File: config.mk
export PLATFORM = sky130hd
export DESIGN_NAME = poxwe_ctrl
export DESIGN_NICKNAME = d
export VERILOG_FILES = /design/src/hdl/poxwe_pkg.sv /design/src/hdl/poxwe_ctrl.sv
export SDC_FILE = /design/constraint.sdc
export NUM_CORES = 1
export LEC_CHECK = 0
export BUFFER_PORTS_ARGS = -buffer_cell sky130_fd_sc_hd__buf_4
export CAP_MARGIN = 20
export CORE_MARGIN = 8
export CORE_UTILIZATION = 35
export DETAILED_ROUTE_END_ITERATION = 10
export GPL_ROUTABILITY_DRIVEN = 0
export REMOVE_ABC_BUFFERS = 1
export SLEW_MARGIN = 20
export SYNTH_ARGS = -nofsm -noshare
export SYNTH_HDL_FRONTEND = slang
export SYNTH_SLANG_ARGS = --single-unit
File: constraint.sdc
create_clock -name clock -period 5.5 [get_ports clock]
set_input_delay 1.1 -clock clock [delete_from_list [all_inputs] [get_ports clock]]
set_output_delay 1.1 -clock clock [all_outputs]
set_load 0.01 [all_outputs]
File: src/hdl/poxwe_pkg.sv
// Shared types and constants of the pulse oximeter window estimator.
// No dependencies.
package poxwe_pkg;

   localparam int SAMPLE_W   = 18;
   localparam int BYTE_W     = 8;
   localparam int CSR_IDX_W  = 4;
   localparam int CSR_DATA_W = 18;
   localparam int PASS_W     = 2;
   localparam int SEL_W      = 3;
   localparam int THR_DIV    = 80;

   localparam logic [CSR_IDX_W-1:0] CSR_FINGER_THRESHOLD = 4'd0;
   localparam logic [CSR_IDX_W-1:0] CSR_MIN_BPM          = 4'd1;
   localparam logic [CSR_IDX_W-1:0] CSR_MAX_BPM          = 4'd2;
   localparam logic [CSR_IDX_W-1:0] CSR_BPM_PER_PEAK     = 4'd3;
   localparam logic [CSR_IDX_W-1:0] CSR_SPO2_OFFSET      = 4'd4;
   localparam logic [CSR_IDX_W-1:0] CSR_SPO2_SLOPE       = 4'd5;
   localparam logic [CSR_IDX_W-1:0] CSR_SPO2_CEILING     = 4'd6;
   localparam logic [CSR_IDX_W-1:0] CSR_SPO2_FLOOR       = 4'd7;

   localparam logic [PASS_W-1:0] PASS_SUM  = 2'd0;
   localparam logic [PASS_W-1:0] PASS_DEV  = 2'd1;
   localparam logic [PASS_W-1:0] PASS_PEAK = 2'd2;

   localparam logic [SEL_W-1:0] DIV_RED_DC = 3'd0;
   localparam logic [SEL_W-1:0] DIV_IR_DC  = 3'd1;
   localparam logic [SEL_W-1:0] DIV_RED_AC = 3'd2;
   localparam logic [SEL_W-1:0] DIV_IR_AC  = 3'd3;
   localparam logic [SEL_W-1:0] DIV_THR    = 3'd4;
   localparam logic [SEL_W-1:0] DIV_SPO2   = 3'd5;

   typedef struct packed {
      logic              wr_en;
      logic              rd_en;
      logic              rd_first;
      logic [PASS_W-1:0] pass;
      logic              div_start;
      logic [SEL_W-1:0]  div_sel;
      logic              mul_a;
      logic              mul_b;
      logic              mul_c;
      logic              spo2_floor_ld;
      logic              out_load;
   } cmd_type;

   typedef struct packed {
      logic div_done;
      logic invalid;
      logic spo2_neg;
      logic out_hold;
   } status_type;

endpackage

File: src/hdl/poxwe_ctrl.sv
// Controller: ring write slot, window passes, the division sequence, multiply steps and output load.
// Depends on poxwe_pkg.
module poxwe_ctrl
   import poxwe_pkg::*;
#(
   parameter int WINDOW = 100
) (
   input  logic                      clock,
   input  logic                      reset,
   input  logic                      req_valid,
   output logic                      req_ready,
   output logic [$clog2(WINDOW)-1:0] addr,
   output cmd_type                   cmd,
   input  status_type                status
);
   localparam int AW = $clog2(WINDOW);

   localparam logic [3:0] S_IDLE     = 4'd0;
   localparam logic [3:0] S_PASS     = 4'd1;
   localparam logic [3:0] S_PASS_END = 4'd2;
   localparam logic [3:0] S_DSTART   = 4'd3;
   localparam logic [3:0] S_DWAIT    = 4'd4;
   localparam logic [3:0] S_CHECK    = 4'd5;
   localparam logic [3:0] S_MUL_A    = 4'd6;
   localparam logic [3:0] S_MUL_B    = 4'd7;
   localparam logic [3:0] S_MUL_C    = 4'd8;
   localparam logic [3:0] S_SPO2     = 4'd9;
   localparam logic [3:0] S_FIN      = 4'd10;

   logic [3:0]        state_ff, state_in;
   logic [AW-1:0]     slot_ff, slot_in;
   logic              full_ff, full_in;
   logic [AW-1:0]     cnt_ff, cnt_in;
   logic [PASS_W-1:0] pass_ff, pass_in;
   logic [SEL_W-1:0]  sel_ff, sel_in;
   logic              accept;

   assign req_ready = state_ff == S_IDLE;
   assign accept    = req_valid && req_ready;

   always_comb begin
      state_in = state_ff;
      slot_in  = slot_ff;
      full_in  = full_ff;
      cnt_in   = cnt_ff;
      pass_in  = pass_ff;
      sel_in   = sel_ff;
      cmd      = '0;
      cmd.pass    = pass_ff;
      cmd.div_sel = sel_ff;
      addr     = cnt_ff;
      case (state_ff)
         S_IDLE: begin
            addr = slot_ff;
            if (accept) begin
               cmd.wr_en = 1'b1;
               if (slot_ff == AW'(WINDOW - 1)) begin
                  slot_in = '0;
                  full_in = 1'b1;
               end else begin
                  slot_in = slot_ff + 1'b1;
               end
               if (full_in) begin
                  state_in = S_PASS;
                  pass_in  = PASS_SUM;
                  cnt_in   = '0;
               end
            end
         end
         S_PASS: begin
            cmd.rd_en    = 1'b1;
            cmd.rd_first = cnt_ff == '0;
            cnt_in       = cnt_ff + 1'b1;
            if (cnt_ff == AW'(WINDOW - 1)) begin
               state_in = S_PASS_END;
            end
         end
         S_PASS_END: begin
            case (pass_ff)
               PASS_SUM: begin
                  sel_in   = DIV_RED_DC;
                  state_in = S_DSTART;
               end
               PASS_DEV: begin
                  sel_in   = DIV_RED_AC;
                  state_in = S_DSTART;
               end
               default: state_in = S_MUL_A;
            endcase
         end
         S_DSTART: begin
            cmd.div_start = 1'b1;
            state_in      = S_DWAIT;
         end
         S_DWAIT: begin
            if (status.div_done) begin
               case (sel_ff)
                  DIV_RED_DC: begin
                     sel_in   = DIV_IR_DC;
                     state_in = S_DSTART;
                  end
                  DIV_IR_DC: begin
                     pass_in  = PASS_DEV;
                     cnt_in   = '0;
                     state_in = S_PASS;
                  end
                  DIV_RED_AC: begin
                     sel_in   = DIV_IR_AC;
                     state_in = S_DSTART;
                  end
                  DIV_IR_AC: state_in = S_CHECK;
                  DIV_THR: begin
                     pass_in  = PASS_PEAK;
                     cnt_in   = '0;
                     state_in = S_PASS;
                  end
                  default: state_in = S_FIN;
               endcase
            end
         end
         S_CHECK: begin
            if (status.invalid) begin
               state_in = S_FIN;
            end else begin
               sel_in   = DIV_THR;
               state_in = S_DSTART;
            end
         end
         S_MUL_A: begin
            cmd.mul_a = 1'b1;
            state_in  = S_MUL_B;
         end
         S_MUL_B: begin
            cmd.mul_b = 1'b1;
            state_in  = S_MUL_C;
         end
         S_MUL_C: begin
            cmd.mul_c = 1'b1;
            state_in  = S_SPO2;
         end
         S_SPO2: begin
            if (status.spo2_neg) begin
               cmd.spo2_floor_ld = 1'b1;
               state_in          = S_FIN;
            end else begin
               sel_in   = DIV_SPO2;
               state_in = S_DSTART;
            end
         end
         S_FIN: begin
            if (!status.out_hold) begin
               cmd.out_load = 1'b1;
               state_in     = S_IDLE;
            end
         end
         default: state_in = S_IDLE;
      endcase
   end

   always_ff @(posedge clock) begin
      if (reset) begin
         state_ff <= S_IDLE;
         slot_ff  <= '0;
         full_ff  <= 1'b0;
         cnt_ff   <= '0;
         pass_ff  <= PASS_SUM;
         sel_ff   <= DIV_RED_DC;
      end else begin
         state_ff <= state_in;
         slot_ff  <= slot_in;
         full_ff  <= full_in;
         cnt_ff   <= cnt_in;
         pass_ff  <= pass_in;
         sel_ff   <= sel_in;
      end
   end
endmodule

==> Word-level counts from Yosys, hierarchy flattened <==
Cells that the tools add are included.
{ "op_classes": {"add_sub_neg": 2, "n_eq_ne": 28, "muxes": 42, "reduce_logical": 16} }
{ "ops": {"columns": ["cell", "n"], "rows": [
  ["one-hot mux 4 bit (11 select lines)", 1],
  ["two-way mux 7 bit", 6],
  ["two-way mux 4 bit", 7],
  ["one-hot mux 7 bit (3 select lines)", 1],
  ["== test 4 x 3 -> 1 bit (second input constant)", 4],
  ["AND reduction 5 bit", 3],
  ["adder 7 x 1 -> 7 bit (second input constant)", 2],
  ["== test 7 bit (second input constant)", 2],
  ["two-way mux 1 bit", 13],
  ["== test 4 bit (second input constant)", 3],
  ["two-way mux 3 bit", 4],
  ["inequality test 2 bit (second input constant)", 6],
  ["one-hot mux 3 bit (2 select lines)", 2],
  ["one-hot mux 3 bit (4 select lines)", 1],
  ["one-hot mux 4 bit (3 select lines)", 1],
  ["inequality test 3 bit (second input constant)", 3],
  ["== test 4 x 2 -> 1 bit (second input constant)", 2],
  ["two-way mux 2 bit", 4],
  ["one-hot mux 2 bit (2 select lines)", 2],
  ["logical NOT 7 bit", 1],
  ["== test 3 x 2 -> 1 bit (second input constant)", 2],
  ["AND reduction 6 bit", 1],
  ["OR reduction 2 bit", 3],
  ["== test 4 x 1 -> 1 bit (second input constant)", 1],
  ["other kinds (12)", 13]
]} }
{ "totals": {"register_bits": 24, "out_inout_bits": 22} }

==> Logic depth before layout (Yosys ltp) <==
Gate-level depths: netlist of run 1.
{ "depth": {"depth_word": 7, "depth_mapped": 7} }

==> Worst setup path before layout of run 1 <==
No wires, ideal clock.
{ "synth_timing": {"path_kind": "reg-to-output", "start": "register state_ff[3]", "end": "output port addr[2]", "arrival_time_ns": 1.656, "required_time_ns": 4.400, "setup_slack_ns": 2.744, "path_stages_with_launch": 5, "path_buffers": 2, "cell_sequence": "dfxtp_1 -> clkbuf_8 -> nor4_2 -> clkbuf_1 -> mux2_2"} }
{ "synth_between": {"elab_chain_cells": 2} }
{ "synth_rtl": {"columns": ["element", "line_no", "text"], "rows": [
  ["start, declared", "poxwe_ctrl.sv:30", "logic [3:0] state_ff, state_in;"],
  ["start signal, assigned", "poxwe_ctrl.sv:169", "state_ff <= state_in;"],
  ["logical NOT 4 bit", null, null],
  ["net req_ready", "poxwe_ctrl.sv:11", "output logic req_ready,"],
  ["two-way mux 7 bit", "poxwe_ctrl.sv:52", "case (state_ff)"],
  ["end, declared", "poxwe_ctrl.sv:12", "output logic [$clog2(WINDOW)-1:0] addr,"]
]} }
The timed path passes the listed nets, and every way through them passes these cells.

==> results by group, run 1 <==
Logic synthesis
  – Biggest area contributors in the synthesized netlist: dfxtp_1 (29%), nor2_1 (5.4%), a21oi_1 (4.8%)
  – Post-synthesis sequential area ratio: 0.2889
  – Synth Area per Inst: 8.033 um^2
  – Synth unique cells: 47
  – Area fraction of the dominant cell type after synthesis: 0.2889
  – Post-Synthesis Cells: 207
  – Number of synthesized register bits: 24
  – Synth Cell Area: 1663 um^2
  – Count of yosys warnings during synthesis: 0
  – Number of enable flip-flop cells after synthesis: 0
  – Most area-hungry cell type in the Yosys netlist: dfxtp_1
  – Fraction of registers with async set or reset after synthesis: 0
  – Top flip-flop cell by instance count after synthesis: dfxtp_1

Worst setup path
  – Required time of the worst setup path: 4.40 ns
  – Maximum fanout along the worst path: 20
  – Kind of critical path: flip-flop to primary output
  – Element type at the critical path start: flip-flop
  – Data arrival time of the worst path: 1.91 ns
  – Depth of the worst register-to-register path: 5
  – Element type at the critical path end: primary output

Worst hold path
  – Path category of the worst min-delay check: flip-flop to flip-flop
  – Cell count of the worst hold path: 2

Global routing
  – GRT overflow: 0
  – Overall global routing resource usage: 0.1109
  – Number of global-route vias before repair: 1,328
  – Number of antenna violations at the first check in global routing: 0
  – First-pass GRT wire length: 6603 um
  – Pin count of the biggest net entering global routing: 25

Place
  – DP Area: 1873 um^2
  – HPWL Detailed: 2933 um
  – Worst setup slack before clock tree synthesis: 2.747 ns
  – Port bufs: 28

Layout
  – Commonest cells after routing, fill and taps aside: buf_4 (29), nor2_1 (24), dfxtp_1 (24)
  – Flip-flop and latch area: 480.5 um^2
  – Layout overhead on the synthesized area: 16.93%
  – Most common library cell in the layout ignoring fill and taps: buf_4
  – Layout cell share with drive strength beyond 1: 0.2247
  – Antenna diodes: 0
  – Multi-input gate area: 1089 um^2
  – Layout filler cell count: 481
  – NumNets Final: 238
  – Finished Cell Area: 1944 um^2

Clock network
  – Clock Pin Slew Worst Setup and Hold Paths: 0.09 ns
  – CTS Buf Count: 3
  – Post-CTS Setup Repair Bufs: 0
  – Hold buffer count at CTS: 0
  – Number of buffers on the longest clock path: 2
  – Number of gates given a new drive strength after cts: 0
  – CTS tree: yes
  – Source-to-sink clock delay at the later pin of the worst-skew pair: 0.27 ns
  – Clock root buffer master: clkbuf_8
  – CTS H-Tree Depth: 1
  – Number of clock sinks seen by CTS: 24

Power and ir drop
  – Peak ir drop on the vdd network: 0.08986 mV
  – Total power after layout: 0.3579 mW
  – Pwr dens: 184.1 nW/um^2
  – Static leakage: 0.7285 nW

Floorplanning
  – Number of top-level pins: 29
  – Number of rows created at floorplan: 25
  – Die width: 84.93 um
  – Area of the core region: 4661 um^2
  – Effective utilization at floorplan: 0.3568
  – Full die area: 7212 um^2
  – Die Ht: 84.93 um

Timing
  – Final count of hold timing violations: 0
  – RSZ-0062 raised after global routing: no
  – Maximum clock frequency: 331.7 MHz
  – Min cycle time layout: 3.015 ns
  – Setup-failing EPs final: 0
  – Max-slew violation count: 0
  – Final-layout setup total negative slack: 0 ns
  – Least setup slack across all paths after layout: 2.485 ns
  – Final critical-path share of the clock period: 0.5481
  – Pin slew with the least headroom to its limit: 0.8065 ns
  – Headroom to the max-slew limit: 0.4616
  – Worst-case clock skew: 0.004157 ns

Outcome
  – Result of the run: completed

Job
  – Max-cap violations: 0

Drt
  – Routed wirelength normalized by instance count: 14.41 um
  – Routed wire length: 4050 um
  – DR DRC count: 0
  – Number of DRC violations after detailed-routing iteration 0: 110
  – DRT Pass-1 Iters: 4
  – Number of vias after detailed routing: 1,537
  – Antenna viol nets, final: 0
  – Vias per std cell: 5.470
-- sequential cells by signal, indices dropped and copies added, names as in the netlist --
name and count:
cnt_ff 7, full_ff 1, sel_ff 3, pass_ff 2, state_ff 4, slot_ff 7
-- critical path: stages, from the launching register on --
cell and delay [ns]:
dfxtp_1 0.71, nor4b_1 0.54, and4_1 0.28, buf_4 0.12
-- through the flow --
step                  util  hold WS [ns]  cells
detailed placement  0.4019        0.4669    277
global route        0.4172        0.5060    281
CTS                 0.4172        0.4850    281
global placement    0.4019        0.4683    277
finish              0.4172        0.4798    281
floorplan                -        0.4818    194
-- worst paths after layout --
| kind | start | end | slack (ns) |
|---|---|---|---|
| hold reg to reg | pass_ff[0]$_SDFFE_PP0P_ | pass_ff[0]$_SDFFE_PP0P_ | 0.48 |
| setup reg to reg | state_ff[2]$_SDFFE_PP0P_ | state_ff[1]$_SDFFE_PP0P_ | 3.28 |
| setup / recovery | state_ff[0]$_SDFFE_PP0P_ | cmd[11] | 2.49 |
| hold / removal | pass_ff[0]$_SDFFE_PP0P_ | pass_ff[0]$_SDFFE_PP0P_ | 0.48 |
-- report_power, final --
part	internal, mW	total, mW	switching (mW)	leakage, nW
registers	0.175	0.178	0.00262	0.194
clock network	0.0973	0.159	0.0613	0.0357
logic	0.0102	0.0213	0.0112	0.499
-- cell usage after synthesis, drive strengths merged, types with 2 or more instances --
| master | n |
|---|---|
| a21oi | 16 |
| nand2b | 8 |
| nor2 | 24 |
| a211o | 2 |
| or3 | 5 |
| or4b | 2 |
| o31ai | 2 |
| nor3 | 9 |
| o211ai | 2 |
| clkbuf | 7 |
| and4 | 3 |
| or3b | 2 |
| nand2 | 14 |
| mux2 | 5 |
| nor2b | 8 |
| buf | 6 |
| xor2 | 5 |
| ha | 3 |
| dfxtp | 24 |
| nand4 | 6 |
| o21a | 2 |
| a211oi | 3 |
| nand3 | 5 |
| xnor2 | 4 |
| and3b | 3 |
| o21ai | 14 |
| mux2i | 4 |
| nor4b | 2 |
| inv | 5 |
| and3 | 2 |
| and2 | 3 |
-- kinds of logic after synthesis --
kind of cell    synth area share
compound gates            0.1896
flops                     0.2889
xor+xnor                 0.04740
simple gates              0.3371
fa+ha+maj                0.02258
buf+inv                  0.05643
mux                      0.05794
-- layout make-up --
cell class,instances,area share
Clock buffer,3,0.02124
Multi-Input combinational cell,165,0.5598
Inverter,5,0.009653
Sequential cell,24,0.2471
Clock inverter,1,0.01544
Timing Repair Buffer,29,0.1120
Tap cell,54,0.03475
-- per-layer routing --
metal,vias up,share of wire,GRT usage
li1,781,-,-
met1,738,0.49,0.1535
met2,16,0.47,0.1661
met3,2,0.031,0.02027
met4,0,0.011,0.03883
met5,-,0,0
Note: power is estimated with default switching activity, not from simulation.
==> run 2: changes to the inputs <==
--- a/config.mk
+++ b/config.mk
@@ -5,6 +5,7 @@
 export SDC_FILE = /design/constraint.sdc
 export NUM_CORES = 1
 export LEC_CHECK = 0
+export ABC_AREA = 1
 export BUFFER_PORTS_ARGS = -buffer_cell sky130_fd_sc_hd__buf_4
 export CAP_MARGIN = 20
 export CORE_MARGIN = 8
==> constraint.sdc (replaced) <==
create_clock -name clock -period 3 [get_ports clock]
set_input_delay 0.6 -clock clock [delete_from_list [all_inputs] [get_ports clock]]
set_output_delay 0.6 -clock clock [all_outputs]
set_load 0.01 [all_outputs]
==> results by group, run 2 <==
Worst setup path
  – FF-to-FF setup slack: 1.37 ns (-1.91 ns)
  – Data arrival time of the worst path: 1.50 ns (-0.41 ns)
  – Slowest CP cell: dfxtp_1
  – Crit-path max cell delay: 0.51 ns (-0.20 ns)
  – Depth of the worst register-to-register path: 8 (+3)
  – Reg2Reg Launch Point: slot_ff[1]$_SDFFE_PP0P_
  – Required time of the worst setup path: 2.40 ns (-2.00 ns)
  – Destination of the worst register-to-register timing path: cnt_ff[3]$_SDFFE_PP0P_
  – Element type at the critical path start: flip-flop
  – Element type at the critical path end: primary output
  – Critical Path, Cell by Cell: nand2_2 -> inv_1 -> nand2_1 -> nor3_1 -> buf_4
  – Kind of critical path: flip-flop to primary output
  – Critical path origin: state_ff[0]$_SDFFE_PP0P_
  – Maximum fanout along the worst path: 6 (-70%)

Drt
  – Vias per std cell: 4.706 (-14%)
  – Number of vias after detailed routing: 1,713 (+11%)
  – Routed wirelength normalized by instance count: 12.01 um (-17%)
  – Antenna viol nets, final: 0 (unchanged)
  – Routed wire length: 4370 um (+7.9%)
  – DRT Pass-1 Iters: 4 (unchanged)
  – DR DRC count: 0 (unchanged)
  – DR top layer: met4
  – Met2 WL: 1931 um (+1.5%)
  – Length of routed met3 wiring: 321 um (+160%)
  – Met1 wire length: 2050 um (+3.6%)
  – Number of DRC violations after detailed-routing iteration 0: 105 (-4.5%)

Logic synthesis
  – Count of yosys warnings during synthesis: 0 (unchanged)
  – Synth Cell Area: 1752 um^2 (+5.3%)
  – Number of synthesized register bits: 24 (unchanged)
  – Most frequently used cell type in the post-synthesis netlist: nand2_1
  – Synth Area per Inst: 6.512 um^2 (-19%)
  – Cell types with the highest counts after synthesis: nand2_1 (62), inv_1 (36), nand3_1 (27), nor2_1 (27), dfxtp_1 (24)
  – Synth unique cells: 30 (-36%)
  – Area fraction of the dominant cell type after synthesis: 0.2743 (-0.01465)
  – Biggest area contributors in the synthesized netlist: dfxtp_1 (27%), nand2_1 (13%), inv_1 (7.7%)
  – Top flip-flop cell by instance count after synthesis: dfxtp_1
  – Number of enable flip-flop cells after synthesis: 0 (unchanged)
  – Post-Synthesis Cells: 269 (+30%)
  – Most area-hungry cell type in the Yosys netlist: dfxtp_1
  – Post-synthesis sequential area ratio: 0.2743 (-0.01465)
  – Fraction of registers with async set or reset after synthesis: 0 (unchanged)

Timing
  – RSZ-0062 raised after global routing: no
  – Headroom to the max-slew limit: 0.7939 (+0.3323)
  – Setup-failing EPs final: 0 (unchanged)
  – Pin slew with the least headroom to its limit: 0.3087 ns (-0.4977 ns)
  – Maximum clock frequency: 475.6 MHz
  – Min cycle time layout: 2.103 ns
  – Max-slew violation count: 0 (unchanged)
  – Worst-case clock skew: 0.005503 ns (+0.001346 ns)
  – Final critical-path share of the clock period: 0.7009
  – Final count of hold timing violations: 0 (unchanged)
  – Hold Slack: 0.4705 ns (-0.009294 ns)
  – Final-layout setup total negative slack: 0 ns (unchanged)

Place
  – Number of instances in the placed design: 361 (+30%)
  – HPWL Detailed: 3414 um (+16%)
  – Port bufs: 28 (unchanged)

Clock network
  – Post-CTS Setup Repair Bufs: 0 (unchanged)
  – CTS Buf Count: 3 (unchanged)
  – Hold buffer count at CTS: 0 (unchanged)
  – CTS H-Tree Depth: 1 (unchanged)
  – Clock Pin Slew Worst Setup and Hold Paths: 0.09 ns (about the same)
  – CTS tree: yes
  – Source-to-sink clock delay at the later pin of the worst-skew pair: 0.27 ns (about the same)
  – Number of gates given a new drive strength after cts: 0 (unchanged)
  – Number of clock sinks seen by CTS: 24 (unchanged)
  – Number of buffers on the longest clock path: 2 (unchanged)
  – Clock root buffer master: clkbuf_8

Global routing
  – Number of global-route vias before repair: 1,639 (+23%)
  – Number of antenna violations at the first check in global routing: 0 (unchanged)
  – Overall global routing resource usage: 0.1224 (+0.01151)
  – Pin count of the biggest net entering global routing: 19 (-24%)
  – GRT overflow: 0 (unchanged)
  – First-pass GRT wire length: 7445 um (+13%)

Layout
  – Layout Cells excl Fill: 364 (+30%)
  – Commonest cells after routing, fill and taps aside: nand2_1 (62), inv_1 (36), buf_4 (28)
  – Layout cell share with drive strength beyond 1: 0.2660 (+0.04132)
  – Layout filler cell count: 510 (+6.0%)
  – Biggest regs: cnt_ff: 7 flops, slot_ff: 7 flops, state_ff: 4 flops
  – Most common library cell in the layout ignoring fill and taps: nand2_1
  – Layout overhead on the synthesized area: 18.50%
  – Antenna diodes: 0 (unchanged)
  – NumNets Final: 309 (+30%)

Outcome
  – Result of the run: completed

Worst hold path
  – Worst Hold End: full_ff$_SDFFE_PP0P_
  – Cell count of the worst hold path: 2 (unchanged)
  – Path category of the worst min-delay check: flip-flop to flip-flop
  – Min-Delay Startpoint: full_ff$_SDFFE_PP0P_

Job
  – Max-cap violations: 0 (unchanged)

Power and ir drop
  – Total power after layout: 0.5624 mW (+57%)
  – Static leakage: 0.8972 nW (+23%)
  – Pwr dens: 270.9 nW/um^2 (+47%)
  – Peak ir drop on the vdd network: 0.1898 mV (+110%)

Floorplanning
  – Area of the core region: 4786 um^2 (+2.7%)
  – Die width: 86.75 um (+2.1%)
  – Number of rows created at floorplan: 25 (unchanged)
  – Effective utilization at floorplan: 0.3660 (+0.009235)
  – Number of top-level pins: 29 (unchanged)
  – Full die area: 7525 um^2 (+4.3%)
  – Die Ht: 86.75 um (+2.1%)
run 2: cell type report:
| type | instances | area (um^2) | area share |
|---|---|---|---|
| multi-input combinational | 199 | 1096 | 0.5280 |
| sequential | 24 | 480.5 | 0.2315 |
| timing repair buffer | 28 | 210.2 | 0.1013 |
| inverter | 43 | 163.9 | 0.07896 |
| tap | 67 | 83.83 | 0.04039 |
| clock buffer | 3 | 41.29 | 0.01989 |
run 2: per-layer routing:
layer	GRT usage	vias to the layer above
li1	-	916
met1	0.1482	756
met2	0.1965	36
met3	0.03686	5
met4	0.04851	0
met5	0	-
run 2: worst max-delay path, delay by kind of cell, from the launching register on:
kind | cells | cell delay [ns]
and+or+nand+nor | 3 | 0.47
buffers and inverters | 2 | 0.27
DFF | 1 | 0.51
run 2: kinds of logic (layout without fill, tap and decap cells):
group	after synthesis	after routing	share of synthesized area
buf+inv	46	74	0.1000
compound gates	37	37	0.1314
flops	24	24	0.2743
xor+xnor	1	1	0.005001
simple gates	158	158	0.4679
fa+ha+maj	3	3	0.02143
run 2: how the worst max path moves through the flow:
stage / to / cells past startpoint
global route: cmd[11] / 5
detailed placement: cmd[11] / 5
finish: cmd[11] / 5
global placement: cmd[11] / 5
CTS: cmd[11] / 5
floorplan: cmd[0] / 1
run 2: power by group:
part           internal, mW  total (mW)  switching [mW]
Combinational        0.0180      0.0453          0.0273
Sequential            0.322       0.324         0.00263
Clock                0.0899       0.193           0.103
Total                 0.429       0.562           0.133
run 2: per-stage QoR:
stage / utilization / setup slack [ns] / instance area [um^2]
final: 0.4337 / 0.8973 / 2076
after global routing: 0.4337 / 0.7214 / 2076
after CTS: 0.4337 / 0.8542 / 2076
after detailed placement: 0.4251 / 1.190 / 2034
after global placement: 0.4251 / 1.204 / 2034
after floorplan: - / 1.367 / 1740
